### src/design/mtfr_pkg.sv
// shared types and constants for the magic-word framed byte receiver
// no dependencies; imported by every module of the block
package mtfr_pkg;

  localparam int MAGIC_BYTES_DEF     = 4;
  localparam int MAX_FRAME_BYTES_DEF = 64;

  // register file layout
  localparam int CFG_DATA_W    = 40;
  localparam int CFG_INDEX_W   = 3;
  localparam int LEN_W         = 7;
  localparam int MAGIC_W       = 32;
  localparam int MAGIC_REG_BYTES = MAGIC_W / 8;
  localparam int TYPE_CODES_W  = 40;
  localparam int POS_W         = 6;

  localparam logic [LEN_W-1:0] LEN_RESET = 7'd16;

  localparam logic [CFG_INDEX_W-1:0] CFG_MAGIC_WORD = 3'd0;
  localparam logic [CFG_INDEX_W-1:0] CFG_TYPE_CODES = 3'd1;
  localparam logic [CFG_INDEX_W-1:0] CFG_AIM_LEN    = 3'd2;
  localparam logic [CFG_INDEX_W-1:0] CFG_LOC_LEN    = 3'd3;
  localparam logic [CFG_INDEX_W-1:0] CFG_VEL_LEN    = 3'd4;

  typedef enum logic [2:0] {
    MODE_HUNT = 3'd0,
    MODE_TYPE = 3'd1,
    MODE_AIM  = 3'd2,
    MODE_LOC  = 3'd3,
    MODE_VEL  = 3'd4
  } parse_mode_t;

  typedef enum logic [2:0] {
    ST_NOMATCH = 3'd0,
    ST_MAGIC   = 3'd1,
    ST_TYPE    = 3'd2,
    ST_PAYLOAD = 3'd3,
    ST_DONE    = 3'd4,
    ST_XFORM   = 3'd5,
    ST_ODO     = 3'd6,
    ST_BADTYPE = 3'd7
  } status_t;

  typedef enum logic [1:0] {
    KIND_AIM  = 2'd0,
    KIND_LOC  = 2'd1,
    KIND_VEL  = 2'd2,
    KIND_NONE = 2'd3
  } kind_t;

  typedef struct packed {
    logic [MAGIC_W-1:0]      magic_word;
    logic [TYPE_CODES_W-1:0] type_codes;
    logic [LEN_W-1:0]        aim_len;
    logic [LEN_W-1:0]        loc_len;
    logic [LEN_W-1:0]        vel_len;
  } cfg_t;

  typedef struct packed {
    status_t          status;
    logic [7:0]       data_byte;
    logic [POS_W-1:0] position;
    kind_t            kind;
    logic             last;
  } result_t;

endpackage

### src/design/magic_typed_frame_receiver_unit.sv
// Magic-word framed byte receiver. Takes one serial byte per item and returns
// exactly one result item per byte: status, the byte, its frame offset, the
// frame kind and a last flag. Throughput is one item per clock cycle while the
// result is not stalled; each byte sits in the input register, then the
// combinational parse step loads the result register. A stalled
// result holds the result register and stalls the input once the input
// register is also full. Configuration is written through
// cfg_we / cfg_index / cfg_data; the user must do so only while no item
// is in flight, as the block itself does not enforce this.
// depends on mtfr_pkg, mtfr_cfg and mtfr_parser
module magic_typed_frame_receiver_unit #(
  parameter int MAGIC_BYTES     = mtfr_pkg::MAGIC_BYTES_DEF,
  parameter int MAX_FRAME_BYTES = mtfr_pkg::MAX_FRAME_BYTES_DEF
) (
  input  logic                             clk,
  input  logic                             rst_n,
  input  logic                             cfg_we,
  input  logic [mtfr_pkg::CFG_INDEX_W-1:0] cfg_index,
  input  logic [mtfr_pkg::CFG_DATA_W-1:0]  cfg_data,
  input  logic                             in_valid,
  output logic                             in_stall,
  input  logic [7:0]                       in_rx_byte,
  output logic                             out_valid,
  input  logic                             out_stall,
  output logic [2:0]                       out_status,
  output logic [7:0]                       out_data_byte,
  output logic [mtfr_pkg::POS_W-1:0]       out_position,
  output logic [1:0]                       out_frame_kind,
  output logic                             out_frame_last
);
  import mtfr_pkg::*;

  cfg_t    cfg;
  result_t step_res;
  result_t res_r;

  logic       s1_valid_r, s1_valid_nxt;
  logic [7:0] s1_byte_r;
  logic       out_valid_r, out_valid_nxt;
  logic       advance;
  logic       in_take;

  mtfr_cfg u_cfg (
    .clk       (clk),
    .rst_n     (rst_n),
    .cfg_we    (cfg_we),
    .cfg_index (cfg_index),
    .cfg_data  (cfg_data),
    .cfg       (cfg)
  );

  mtfr_parser #(
    .MAGIC_BYTES     (MAGIC_BYTES),
    .MAX_FRAME_BYTES (MAX_FRAME_BYTES)
  ) u_parser (
    .clk     (clk),
    .rst_n   (rst_n),
    .step_en (advance),
    .rx_byte (s1_byte_r),
    .cfg     (cfg),
    .res     (step_res)
  );

  // the held item moves into the result register when that slot frees up
  assign advance  = s1_valid_r && (!out_valid_r || !out_stall);
  assign in_stall = s1_valid_r && !advance;
  assign in_take  = in_valid && !in_stall;

  always_comb begin
    s1_valid_nxt = s1_valid_r;
    if (in_take) begin
      s1_valid_nxt = 1'b1;
    end else if (advance) begin
      s1_valid_nxt = 1'b0;
    end
    out_valid_nxt = out_valid_r;
    if (advance) begin
      out_valid_nxt = 1'b1;
    end else if (out_valid_r && !out_stall) begin
      out_valid_nxt = 1'b0;
    end
  end

  always_ff @(posedge clk) begin
    if (!rst_n) begin
      s1_valid_r  <= 1'b0;
      out_valid_r <= 1'b0;
    end else begin
      s1_valid_r  <= s1_valid_nxt;
      out_valid_r <= out_valid_nxt;
    end
  end

  always_ff @(posedge clk) begin
    if (in_take) begin
      s1_byte_r <= in_rx_byte;
    end
    if (advance) begin
      res_r <= step_res;
    end
  end

  assign out_valid      = out_valid_r;
  assign out_status     = res_r.status;
  assign out_data_byte  = res_r.data_byte;
  assign out_position   = res_r.position;
  assign out_frame_kind = res_r.kind;
  assign out_frame_last = res_r.last;

endmodule

### src/design/mtfr_cfg.sv
// configuration register file: start word, type codes and frame lengths
// depends on mtfr_pkg
module mtfr_cfg (
  input  logic                             clk,
  input  logic                             rst_n,
  input  logic                             cfg_we,
  input  logic [mtfr_pkg::CFG_INDEX_W-1:0] cfg_index,
  input  logic [mtfr_pkg::CFG_DATA_W-1:0]  cfg_data,
  output mtfr_pkg::cfg_t                   cfg
);
  import mtfr_pkg::*;

  cfg_t cfg_r;
  cfg_t cfg_nxt;

  always_comb begin
    cfg_nxt = cfg_r;
    if (cfg_we) begin
      case (cfg_index)
        CFG_MAGIC_WORD: cfg_nxt.magic_word = cfg_data[MAGIC_W-1:0];
        CFG_TYPE_CODES: cfg_nxt.type_codes = cfg_data[TYPE_CODES_W-1:0];
        CFG_AIM_LEN:    cfg_nxt.aim_len    = cfg_data[LEN_W-1:0];
        CFG_LOC_LEN:    cfg_nxt.loc_len    = cfg_data[LEN_W-1:0];
        CFG_VEL_LEN:    cfg_nxt.vel_len    = cfg_data[LEN_W-1:0];
        default: ;
      endcase
    end
  end

  always_ff @(posedge clk) begin
    if (!rst_n) begin
      cfg_r.magic_word <= '0;
      cfg_r.type_codes <= '0;
      cfg_r.aim_len    <= LEN_RESET;
      cfg_r.loc_len    <= LEN_RESET;
      cfg_r.vel_len    <= LEN_RESET;
    end else begin
      cfg_r <= cfg_nxt;
    end
  end

  assign cfg = cfg_r;

endmodule

### src/design/mtfr_parser.sv
// frame parser: parse mode and byte index, one state step per item
// depends on mtfr_pkg; configuration comes from mtfr_cfg
module mtfr_parser #(
  parameter int MAGIC_BYTES     = mtfr_pkg::MAGIC_BYTES_DEF,
  parameter int MAX_FRAME_BYTES = mtfr_pkg::MAX_FRAME_BYTES_DEF
) (
  input  logic              clk,
  input  logic              rst_n,
  input  logic              step_en,
  input  logic [7:0]        rx_byte,
  input  mtfr_pkg::cfg_t    cfg,
  output mtfr_pkg::result_t res
);
  import mtfr_pkg::*;

  // index must hold the type position and any clamped length
  localparam int IDX_W = $clog2(MAX_FRAME_BYTES + MAGIC_BYTES + 2);
  localparam int CW    = IDX_W + 8;
  localparam logic [CW-1:0] MAGIC_C = CW'(MAGIC_BYTES);
  localparam logic [CW-1:0] MAX_C   = CW'(MAX_FRAME_BYTES);

  parse_mode_t      mode_r, mode_nxt;
  logic [IDX_W-1:0] idx_r, idx_nxt;

  logic [CW-1:0] pos_w;
  logic [CW-1:0] idx_inc;
  logic [CW-1:0] hunt_idx;
  logic [CW-1:0] hunt_inc;
  logic [7:0]    magic_byte;
  kind_t         cur_kind;
  logic [LEN_W-1:0] raw_len;
  logic [CW-1:0] len_clamp;
  logic          hit_aim, hit_loc, hit_vel, hit_xf, hit_odo;

  assign pos_w    = CW'(idx_r);
  assign idx_inc  = pos_w + CW'(1);
  assign hunt_idx = (pos_w >= MAGIC_C) ? '0 : pos_w;
  assign hunt_inc = hunt_idx + CW'(1);

  // start-word bytes past the register read as zero
  always_comb begin
    if (hunt_idx < CW'(MAGIC_REG_BYTES)) begin
      magic_byte = cfg.magic_word[hunt_idx[1:0]*8 +: 8];
    end else begin
      magic_byte = 8'h00;
    end
  end

  always_comb begin
    case (mode_r)
      MODE_AIM: cur_kind = KIND_AIM;
      MODE_LOC: cur_kind = KIND_LOC;
      MODE_VEL: cur_kind = KIND_VEL;
      default:  cur_kind = KIND_NONE;
    endcase
  end

  always_comb begin
    case (cur_kind)
      KIND_AIM: raw_len = cfg.aim_len;
      KIND_LOC: raw_len = cfg.loc_len;
      default:  raw_len = cfg.vel_len;
    endcase
  end

  assign len_clamp = (CW'(raw_len) > MAX_C) ? MAX_C : CW'(raw_len);

  assign hit_aim = (rx_byte == cfg.type_codes[7:0]);
  assign hit_loc = (rx_byte == cfg.type_codes[15:8]);
  assign hit_vel = (rx_byte == cfg.type_codes[23:16]);
  assign hit_xf  = (rx_byte == cfg.type_codes[31:24]);
  assign hit_odo = (rx_byte == cfg.type_codes[39:32]);

  always_comb begin
    mode_nxt      = mode_r;
    idx_nxt       = idx_r;
    res.status    = ST_NOMATCH;
    res.data_byte = rx_byte;
    res.position  = pos_w[POS_W-1:0];
    res.kind      = KIND_NONE;
    res.last      = 1'b0;
    case (mode_r)
      MODE_TYPE: begin
        // first matching code wins: aim, localization, velocity, queries
        if (hit_aim || hit_loc || hit_vel) begin
          idx_nxt    = idx_inc[IDX_W-1:0];
          res.status = ST_TYPE;
          if (hit_aim) begin
            mode_nxt = MODE_AIM;
            res.kind = KIND_AIM;
          end else if (hit_loc) begin
            mode_nxt = MODE_LOC;
            res.kind = KIND_LOC;
          end else begin
            mode_nxt = MODE_VEL;
            res.kind = KIND_VEL;
          end
        end else begin
          idx_nxt  = '0;
          mode_nxt = MODE_HUNT;
          if (hit_xf) begin
            res.status = ST_XFORM;
          end else if (hit_odo) begin
            res.status = ST_ODO;
          end else begin
            res.status = ST_BADTYPE;
          end
        end
      end
      MODE_AIM, MODE_LOC, MODE_VEL: begin
        res.kind = cur_kind;
        if (idx_inc >= len_clamp) begin
          idx_nxt    = '0;
          mode_nxt   = MODE_HUNT;
          res.status = ST_DONE;
          res.last   = 1'b1;
        end else begin
          idx_nxt    = idx_inc[IDX_W-1:0];
          res.status = ST_PAYLOAD;
        end
      end
      default: begin
        mode_nxt = MODE_HUNT;
        if (rx_byte == magic_byte) begin
          idx_nxt      = hunt_inc[IDX_W-1:0];
          res.status   = ST_MAGIC;
          res.position = hunt_idx[POS_W-1:0];
          if (hunt_inc >= MAGIC_C) begin
            mode_nxt = MODE_TYPE;
          end
        end else begin
          // the failing byte is not retried as a first byte
          idx_nxt      = '0;
          res.position = '0;
        end
      end
    endcase
  end

  always_ff @(posedge clk) begin
    if (!rst_n) begin
      mode_r <= MODE_HUNT;
      idx_r  <= '0;
    end else if (step_en) begin
      mode_r <= mode_nxt;
      idx_r  <= idx_nxt;
    end
  end

  a_hunt_idx: assert property (@(posedge clk) disable iff (!rst_n)
    mode_r == MODE_HUNT |-> pos_w < MAGIC_C)
    else $error("hunt index past start word");

  a_type_idx: assert property (@(posedge clk) disable iff (!rst_n)
    mode_r == MODE_TYPE |-> pos_w == MAGIC_C)
    else $error("type byte at wrong offset");

  a_frame_idx: assert property (@(posedge clk) disable iff (!rst_n)
    (mode_r == MODE_AIM || mode_r == MODE_LOC || mode_r == MODE_VEL)
      |-> pos_w > MAGIC_C)
    else $error("frame byte inside start word");

  a_last_hunt: assert property (@(posedge clk) disable iff (!rst_n)
    step_en && res.last |=> mode_r == MODE_HUNT && idx_r == '0)
    else $error("no return to hunting after last frame byte");

endmodule
### config.mk
export PLATFORM = sky130hd
export DESIGN_NAME = magic_typed_frame_receiver_unit
export DESIGN_NICKNAME = d
export VERILOG_FILES = /design/src/design/mtfr_pkg.sv /design/src/design/magic_typed_frame_receiver_unit.sv /design/src/design/mtfr_cfg.sv /design/src/design/mtfr_parser.sv
export SDC_FILE = /design/constraint.sdc
export NUM_CORES = 1
export LEC_CHECK = 0
export ABC_AREA = 1
export BUFFER_PORTS_ARGS = -buffer_cell sky130_fd_sc_hd__clkbuf_2
export CAP_MARGIN = 10
export CELL_PAD_IN_SITES_DETAIL_PLACEMENT = 1
export CELL_PAD_IN_SITES_GLOBAL_PLACEMENT = 1
export CORE_ASPECT_RATIO = 1.4
export CORE_MARGIN = 2
export CORE_UTILIZATION = 35
export CTS_CLUSTER_DIAMETER = 50
export DETAILED_ROUTE_END_ITERATION = 6
export PLACE_DENSITY_LB_ADDON = 0.1
export SLEW_MARGIN = 0
export SYNTH_ARGS = -nofsm -noshare
export SYNTH_HDL_FRONTEND = slang
export SYNTH_SLANG_ARGS = --single-unit
### constraint.sdc
create_clock -name clk -period 3.71 [get_ports clk]
set_input_delay 0.742 -clock clk [delete_from_list [all_inputs] [get_ports clk]]
set_output_delay 0.742 -clock clk [all_outputs]
set_load 0.1 [all_outputs]
==> impl_results.md, run 1 <==
* Status: finished, final reports clean
* R2R depth at 19
* Pins Over Slew Limit at 0
* CTS clk-pin slew, worst paths at about 60 ps
* Post-synthesis sequential area ratio at about 46%
* Hold_sp: u_cfg.cfg[88]$_SDFFE_PN0P_
* Synth Register Bits at approximately 130
* Worst IR Drop VDD at around 0.28 mV
* Worst EP required at between 4000 and 5000 ps
* Reg power frac at 44.1%
* Vias in the first global route at 5981
* Hold EP: u_cfg.cfg[88]$_SDFFE_PN0P_
* Clk_lat worst skew at between 400 and 500 ps
* Worst slew margin at about two fifths
* Bufs on Longest Clock Path at 2
* Initial Util at 35.5%
* Period utilization at between 80% and 90%
* First-pass GRT wire length at roughly 31000 um
* Final min period at 3310 ps
* Hpwl dp at about 14000 um
* Dominant synthesized flop cell: dfxtp_1
* Critical path peak fanout at 7
* Syn nets at between 800 and 900
* FMAX at approximately 300 MHz
* CTS tree: yes
* CP arrival at 3650 ps
* # rows at a little under 60
* H-tree lvl count at 4
* Post-synth cell types at 39
* Via count at about 5.7k
* Leakage at 3.32 nW
* Clock share of power at between 40 and 50%
* Drt first pass iters at 4
* Final WL at a little under 20000 um
* Maxcap violations at 0
* Routed vias/inst at roughly 5.0
* Avg Cell Area, Syn at ~7.7 um^2
* Initial antenna violation count at 0
* Root buf cell: clkbuf_16
* Sw power at around 960 uW
* Diode count at 0
* RePlAce Congestion at between 0.8 and 0.9
* Area taken by multi-input logic gates at approximately 3000 um^2
* Sw Share at 27.0%
* Worst R2R Start: u_parser.mode_r[1]$_SDFFE_PN0P_
* Worst reg2reg setup slack at 400 ps
* Iter 0 DRT Violations at between 300 and 400
* Core area at around 18000 um^2
* Worst Skew at 7.56 ps
* Crit Reg-Reg Endpoint: u_parser.idx_r[5]$_SDFFE_PN0P_
* Hold_ws at ~460 ps
* Synth Warn # at 0
* ANT nets after route at 0
* PwrDens at approximately 480 nW/um^2
* Pint at 2.61 mW
* Area occupied by registers at a little under 3000 um^2
* Post-route setup slack at about 400 ps
* Port bufs at between 70 and 80
* Hold Crit Class: reg -> reg
* Synth top area cells: dfxtp_1 (33%), edfxtp_1 (13%), nor2_1 (9.7%)
* Setup TNS at 0 ps
* Sink Count at around 130
* Critical Path End Type: flip-flop
* Final setup viols at 0
* Measured slew at the worst slew-check pin at between 800 and 900 ps
* Layout area overhead at 18.7%
* Post-Syn Area at ~6300 um^2
* Chip Width at between 100 and 150 um
* Nets at a little under 1k
* DR WL/cell at ~17 um
* Mapped Cells at roughly 830
* Cell taking the most area after synthesis: dfxtp_1
* Total Power at 3.58 mW
* Die area at 19200 um^2
* Hold Path Depth at 2
* Comb power frac at around 12%
* Async set or reset register ratio after synthesis at 0%
* DRC errors left at 0
* Crit Path Category: reg -> reg
* Fill count at about 2.2k
* Die Ht at approximately 160 um
* TritonCTS Buffers at 17
* Hold bufs inserted after CTS at 0
* Final hold vios at 0
* EDFF count, synth at 28
* Ratio of cells with drive above 1 in the final layout at roughly 17%
* Total gr overflow at 0
* Overall Global Routing Usage at a little over a fifth
* Top-area cell type share of the netlist area at 33.2%
* Ports at 78
* Largest net degree at the start of global routing at between 40 and 50
* RSZ-0062 raised after global routing: false
* Worst setup SP type: flip-flop
* Setup Slack @ Placement at around 230 ps
-- Yosys cell counts, types with 14 or more instances --
| cell type | n |
|---|---|
| a21oi_1 | 48 |
| clkbuf_1 | 24 |
| dfxtp_1 | 105 |
| edfxtp_1 | 28 |
| inv_1 | 64 |
| nand2_1 | 117 |
| nand3_1 | 47 |
| nand4_1 | 14 |
| nor2_1 | 163 |
| o21ai_0 | 95 |
| xnor2_1 | 16 |
| xor2_1 | 22 |
-- critical path, cell delays in order (launching register included) --
cell and delay [ps]:
dfxtp_2 380, inv_1 100, nor3_4 260, inv_2 110
nand2_1 70, inv_1 110, a221oi_2 300, nand4_1 180
nand2_2 130, nand2_1 80, ha_1 320, a21oi_1 150
o21ai_0 100, nand4_1 90, and3_4 210, and2_4 150
nand2_2 80, nand2_1 140, nand3_1 90, a21oi_1 150
-- worst max-delay path by stage --
| stage | from | endpoint | slack [ps] | depth (start not counted) |
|---|---|---|---|---|
| 2_1_floorplan | out_valid$_SDFFE_PN0P_ | in_stall | 520 | 2 |
| 3_3_place_gp | u_parser.mode_r[1]$_SDFFE_PN0P_ | u_parser.mode_r[1]$_SDFFE_PN0P_ | 450 | 20 |
| 3_5_place_dp | u_parser.mode_r[1]$_SDFFE_PN0P_ | u_parser.idx_r[5]$_SDFFE_PN0P_ | 230 | 19 |
| 4_1_cts | u_parser.mode_r[1]$_SDFFE_PN0P_ | u_parser.idx_r[5]$_SDFFE_PN0P_ | 190 | 19 |
| 5_1_grt | u_parser.mode_r[1]$_SDFFE_PN0P_ | u_parser.mode_r[1]$_SDFFE_PN0P_ | 30 | 22 |
| 6_report | u_parser.mode_r[1]$_SDFFE_PN0P_ | u_parser.idx_r[5]$_SDFFE_PN0P_ | 400 | 19 |
-- cells by family after synthesis --
| kind of cell | Yosys count | share of synthesized area, % |
|---|---|---|
| flip-flops | 133 | 46.5 |
| XOR/XNOR | 38 | 5.26 |
| AND/OR/NAND/NOR | 376 | 26.1 |
| adder cells (fa/ha/maj) | 11 | 2.17 |
| AO/OA/AOI/OAI | 156 | 12.8 |
| buffers and inverters | 111 | 7.19 |
-- power groups by stage --
stage          clock network, mW  logic, mW  registers [mW]
2_1_floorplan                  0      0.224            1.66
3_3_place_gp                   0      0.405            1.61
3_5_place_dp                   0      0.415            1.61
4_1_cts                     1.62      0.417            1.58
5_1_grt                     1.68      0.458            1.58
6_report                    1.59      0.413            1.58
-- layout make-up --
cell class,count,share of cell area [%]
clock buffer,23,6.22
clock inverter,9,1.05
inverter,71,3.54
multi-input combinational,581,39.2
sequential,133,39.2
tap,240,3.99
timing repair buffer,94,6.82
-- sequential cells by signal, summed over array words and instances, names as in the netlist, 2 cells and up --
register,flops
u_parser.idx_r,7
u_cfg.cfg,93
out_frame_kind,2
out_status,3
out_position,6
out_data_byte,8
u_parser.mode_r,3
s1_byte_r,8
-- metrics by stage --
stage / instance area (um^2) / std cells / util (%)
floorplan: 6330 / 825 / -
global placement: 6940 / 1117 / 38.9
detailed placement: 6940 / 1117 / 38.9
CTS: 7490 / 1149 / 42.0
global route: 7520 / 1151 / 42.1
finish: 7520 / 1151 / 42.1
-- timing repair --
action / in CTS / in global routing
setup buffers: 0 / 2
resized for setup: 0 / 4
setup endpoints to repair: 0 / 9
endpoints found under the hold margin: 0 / 0
-- per-layer routing --
metal	up-vias	part of all wire, %	GRT usage [%]
li1	2842	-	-
met1	2757	41	23.2
met2	97	53	40.0
met3	31	3.3	3.77
met4	0	2.5	8.82
met5	-	0	0
-- placed cells by master (no fill, tap or decap), types with 4 or more instances in the layout --
master,netlist,layout
inv_2,5,5
or2_2,7,7
edfxtp_1,28,28
clkbuf_2,1,77
clkbuf_16,0,17
buf_4,1,17
nand4_1,14,14
xor2_1,22,22
a21oi_1,48,48
o21ai_0,95,95
nand2_1,117,115
xnor2_1,16,16
o22ai_1,4,4
inv_1,64,64
nand2_2,3,5
nor2_1,163,162
dfxtp_1,105,104
nand3b_1,5,5
ha_1,11,11
clkbuf_1,24,4
nor2_2,6,7
clkinv_2,0,4
nand3_1,47,47
o211ai_1,5,5
No activity file was read; power rests on OpenSTA's default activity.
==> inputs of run 2 (changes only) <==
--- a/config.mk
+++ b/config.mk
@@ -15,7 +15,7 @@
 export CORE_UTILIZATION = 35
 export CTS_CLUSTER_DIAMETER = 50
 export DETAILED_ROUTE_END_ITERATION = 6
-export PLACE_DENSITY_LB_ADDON = 0.1
+export PLACE_DENSITY_LB_ADDON = 0.3
 export SLEW_MARGIN = 0
 export SYNTH_ARGS = -nofsm -noshare
 export SYNTH_HDL_FRONTEND = slang
==> impl_results.md, run 2 (same netlist as run 1, synthesis figures left out) <==
* # resized after CTS at 0
* Final min period at around 3200 ps
* Hold_ws at approximately 460 ps
* Met3 WL post-DR at between 400 and 500 um
* Critical Path Max Stage Delay at ~390 ps
* Chip Width at 118 um
* Die area at about 19000 um^2
* Sw Share at a little over a quarter
* Layout area overhead at 18.8%
* Pint at between 2 and 3 mW
* Final Util at 42.1%
* Vias in the first global route at ~5.8k
* ANT nets after route at 0
* Hold EP: u_cfg.cfg[78]$_SDFFE_PN0P_
* Die Ht at 163 um
* Sink Count at between 100 and 150
* Ratio of cells with drive above 1 in the final layout at approximately 17%
* TritonCTS Buffers at 17
* Routed vias/inst at slightly below 5
* Worst EP required at around 4100 ps
* Hold Path Depth at 2
* Commonest cells after routing, fill and taps aside: nor2_1 (162), nand2_1 (117), dfxtp_1 (104)
* Crit path max-delay cell type: dfxtp_2
* Post-CTS Setup Inserts at 0
* Total gr overflow at 0
* RePlAce Congestion at approximately 0.87
* Worst setup SP type: flip-flop
* Hold Crit Class: reg -> reg
* Ports at 78
* Critical Path End Type: flip-flop
* R2R depth at 22
* Reg power frac at a little over two fifths
* Crit Reg-Reg Endpoint: u_parser.mode_r[2]$_SDFFE_PN0P_
* Bufs on Longest Clock Path at 2
* RSZ-0062 raised after global routing: false
* Final cell count without fillers at 1145
* Worst reg2reg setup slack at around 470 ps
* Iter 0 DRT Violations at around 230
* CP most frequent cell: nand2_1
* Final hold vios at 0
* Final setup viols at 0
* CTS tree: yes
* Period utilization at between 80% and 90%
* Critical path peak fanout at 7
* Core area at about 18000 um^2
* Worst slew margin at between 40% and 50%
* DR WL/cell at 16.8 um
* Overall Global Routing Usage at 20.9%
* DRC errors left at 0
* Worst IR Drop VDD at 0.268 mV
* Crit Path Category: reg -> reg
* Largest net degree at the start of global routing at 67
* Clk_lat worst skew at between 400 and 500 ps
* Initial antenna violation count at 0
* Max reg flops at 93
* Via count at 5685
* Final WL at slightly below 20000 um
* Placed Area at 6930 um^2
* Setup Slack @ Placement at about 320 ps
* PwrDens at slightly below 500 nW/um^2
* Status: finished, final reports clean
* FMAX at about 310 MHz
* Worst Skew at 8.90 ps
* Initial Util at between 30% and 40%
* Hold bufs inserted after CTS at 0
* First-pass GRT wire length at 30800 um
* Hold_sp: u_cfg.cfg[78]$_SDFFE_PN0P_
* Maxcap violations at 0
* # rows at 58
* Most common cell after layout, fill and taps aside: nor2_1
* Root buf cell: clkbuf_16
* Diode count at 0
* Measured slew at the worst slew-check pin at ~870 ps
* Dpl cells at 1113
* Top sig layer: met4
* Post-route setup slack at ~470 ps
* Clock share of power at between 40% and 50%
* Nets at 959
* Total Power at between 3 and 4 mW
* Sw power at ~990 uW
* Hpwl dp at approximately 14000 um
* H-tree lvl count at 4
* Port bufs at 77
* CP arrival at 3590 ps
* Worst R2R Start: u_parser.mode_r[1]$_SDFFE_PN0P_
* Leakage at 3.31 nW
* Drt first pass iters at 5
* Wl on met1 at around 8000 um
* Worst-path cell chain: inv_1, nor3_4, inv_2, nand2_1, inv_1, nand2_1, o211ai_1, nor2_1, nand4_1, nand2_1, nand2_1, ha_1, nand2_1, o21ai_0, nand4_1, and3_4, and2_4, nand2_1, nand2_2, inv_2, nand3_1, a21oi_1
* CTS clk-pin slew, worst paths at 60 ps
* Setup TNS at 0 ps
* Worst path bufs/invs at 4
* Comb power frac at 10.9%
* Pins Over Slew Limit at 0
* Kind of cell adding the most delay to the critical path: simple AND/OR/NAND/NOR gates
* Final instance area at 7520 um^2
* WL met2 at slightly above 10000 um
[run 2: cell types whose count changed in the layout (fill, tap and decap cells not counted), moves of 2 or more]
cell | previous run | this run
buf_4 | 17 | 10
nand2_1 | 115 | 117
clkinv_2 | 4 | 2
inv_6 | 0 | 2
nand2_2 | 5 | 3
clkbuf_1 | 4 | 2
[run 2: layout make-up]
cell class / count / area, um^2
clock buffers: 21 / 460
clock inverters: 11 / 125
fillers: 2255 / 10300
inverters: 71 / 267
multi-input cells: 581 / 2940
flip-flops and latches: 133 / 2940
well taps: 240 / 300
repair buffers: 88 / 480
[run 2: worst max path at each step]
stage / cells past startpoint / startpoint / slack (ps) / to
finish: 22 / u_parser.mode_r[1]$_SDFFE_PN0P_ / 470 / u_parser.mode_r[2]$_SDFFE_PN0P_
global route: 22 / u_parser.mode_r[1]$_SDFFE_PN0P_ / 60 / u_parser.mode_r[2]$_SDFFE_PN0P_
detailed placement: 20 / u_parser.mode_r[1]$_SDFFE_PN0P_ / 320 / u_parser.mode_r[2]$_SDFFE_PN0P_
CTS: 19 / u_parser.mode_r[1]$_SDFFE_PN0P_ / 310 / u_parser.idx_r[6]$_SDFFE_PN0P_
global placement: 20 / u_parser.mode_r[1]$_SDFFE_PN0P_ / 400 / u_parser.mode_r[0]$_SDFFE_PN0P_
floorplan: 2 / out_valid$_SDFFE_PN0P_ / 520 / in_stall
[run 2: per-layer routing]
| layer | global-route usage [%] | up-vias |
|---|---|---|
| met5 | 0 | - |
| met4 | 10.1 | 0 |
| met3 | 3.53 | 36 |
| met2 | 38.6 | 83 |
| met1 | 23.1 | 2738 |
| li1 | - | 2828 |
[run 2: worst min-delay path, delay by kind of cell (launching register included)]
family	cells	cell delay, ps
DFF	1	290
buffers and inverters	1	60
AOI/OAI and AO/OA	1	60
[run 2: power by group through the flow]
stage / Combinational (mW) / Clock [mW] / Sequential (mW)
detailed placement: 0.404 / 0 / 1.61
global route: 0.447 / 1.79 / 1.59
floorplan: 0.224 / 0 / 1.66
global placement: 0.395 / 0 / 1.61
finish: 0.401 / 1.69 / 1.58
CTS: 0.406 / 1.71 / 1.58
==> inputs of run 3 (changes only) <==
--- a/config.mk
+++ b/config.mk
@@ -15,7 +15,7 @@
 export CORE_UTILIZATION = 35
 export CTS_CLUSTER_DIAMETER = 50
 export DETAILED_ROUTE_END_ITERATION = 6
-export PLACE_DENSITY_LB_ADDON = 0.3
+export PLACE_DENSITY = 0.65
 export SLEW_MARGIN = 0
 export SYNTH_ARGS = -nofsm -noshare
 export SYNTH_HDL_FRONTEND = slang
==> impl_results.md, run 3 (same netlist as run 1, synthesis figures left out) <==
* Worst-path cell chain: inv_1, nor3_4, inv_2, nand2_1, inv_1, nand2_1, o211ai_1, nor2_1, nand4_1, nand2_1, nand2_1, ha_1, nand2_1, o21ai_0, nand4_1, and3_4, and2_4, nand2_1, nand2_2, inv_2, nand3_1, a21oi_1
* TritonCTS Buffers at 17
* Chip Width at around 120 um
* Period utilization at 90.9%
* Total gr overflow at 0
* First-pass GRT wire length at approximately 32000 um
* Diode count at 0
* Die area at ~19000 um^2
* Crit path max-delay cell type: dfxtp_2
* Core area at 17900 um^2
* Max reg flops at between 90 and 100
* PwrDens at between 400 and 500 nW/um^2
* # rows at between 50 and 60
* Iter 0 DRT Violations at approximately 250
* Measured slew at the worst slew-check pin at 639 ps
* Worst path bufs/invs at 4
* Port bufs at 77
* Total Power at 3.74 mW
* Layout area overhead at 19.7%
* Dpl cells at approximately 1.1k
* Setup TNS at 0 ps
* Worst slew margin at a little under three fifths
* DRC errors left at 0
* Post-route setup slack at about 340 ps
* Ports at between 70 and 80
* Final cell count without fillers at ~1.1k
* Ratio of cells with drive above 1 in the final layout at 17.4%
* Status: finished, final reports clean
* Largest net degree at the start of global routing at 74
* Hold Crit Class: reg -> reg
* CP arrival at between 3000 and 4000 ps
* Critical Path End Type: flip-flop
* Fill count at 2234
* Worst Skew at around 5.6 ps
* Final setup viols at 0
* Critical path peak fanout at 7
* Die Ht at ~160 um
* Final WL at between 15000 and 20000 um
* Initial antenna violation count at 0
* Root buf cell: clkbuf_16
* DR WL/cell at about 17 um
* Final min period at about 3400 ps
* Setup Slack @ Placement at 247 ps
* Drt first pass iters at 4
* Overall Global Routing Usage at between 20% and 30%
* Leakage at ~3.4 nW
* Hpwl dp at roughly 15000 um
* CP most frequent cell: nand2_1
* Critical Path Max Stage Delay at 390 ps
* Sink Count at 133
* CTS tree: yes
* Crit Path Category: reg -> reg
* Maxcap violations at 0
* Placed Area at roughly 6900 um^2
* Final instance area at 7580 um^2
* Worst EP required at approximately 4000 ps
* H-tree lvl count at 4
* Kind of cell adding the most delay to the critical path: simple AND/OR/NAND/NOR gates
* Clk_lat worst skew at 420 ps
* FMAX at around 300 MHz
* Commonest cells after routing, fill and taps aside: nor2_1 (162), nand2_1 (117), dfxtp_1 (104)
* Final hold vios at 0
* Most common cell after layout, fill and taps aside: nor2_1
* Final Util at roughly 42%
* Vias in the first global route at just over 6k
* ANT nets after route at 0
* Initial Util at about 35%
* RePlAce Congestion at ~0.87
* Via count at about 5.8k
* Nets at a little under 1k
* CTS clk-pin slew, worst paths at 60 ps
* Worst setup SP type: flip-flop
* Routed vias/inst at 5.00
* Worst IR Drop VDD at slightly above 0.2 mV
* Bufs on Longest Clock Path at 2
* Hold_ws at about 460 ps
* Pins Over Slew Limit at 0
## run 3: per-layer routing
| layer | track usage (%) | up-vias | wire length, um |
|---|---|---|---|
| li1 | - | 2838 | - |
| met5 | 0 | - | 0 |
| met3 | 3.56 | 37 | 421 |
| met4 | 8.98 | 0 | 669 |
| met1 | 22.8 | 2791 | 7960 |
| met2 | 40.8 | 84 | 10800 |
## run 3: final cells by class
class	count	area (um^2)	area share, %
clock buffer	20	467	6.16
inverter	71	267	3.52
multi-input combinational	581	2940	38.8
sequential	133	2940	38.8
tap	240	300	3.96
timing repair buffer	92	510	6.73
clock inverter	12	150	1.98
## run 3: worst paths after layout
path,startpoint,end,slack (ps),cells past startpoint
setup / recovery,u_parser.mode_r[1]$_SDFFE_PN0P_,u_parser.mode_r[1]$_SDFFE_PN0P_,340,22
hold / removal,u_cfg.cfg[84]$_SDFFE_PN0P_,u_cfg.cfg[84]$_SDFFE_PN0P_,460,2
setup reg to reg,u_parser.mode_r[1]$_SDFFE_PN0P_,u_parser.mode_r[1]$_SDFFE_PN0P_,340,22
hold reg to reg,u_cfg.cfg[84]$_SDFFE_PN0P_,u_cfg.cfg[84]$_SDFFE_PN0P_,460,2
## run 3: tightest hold or removal path, cell delays in order, from the launching register on
cell	delay, ps
dfxtp_1	290
inv_1	60
a21oi_1	60
## run 3: repair_timing
action,CTS,global route
buffers inserted,0,2
hold buffers,0,0
gates resized for setup,0,2
setup endpoints to repair,0,7
## run 3: where the power goes
part,internal (mW),total (mW),switching (mW)
Sequential,1.53,1.58,0.0439
Clock,1.11,1.75,0.643
Combinational,0.126,0.412,0.287
Total,2.77,3.74,0.974
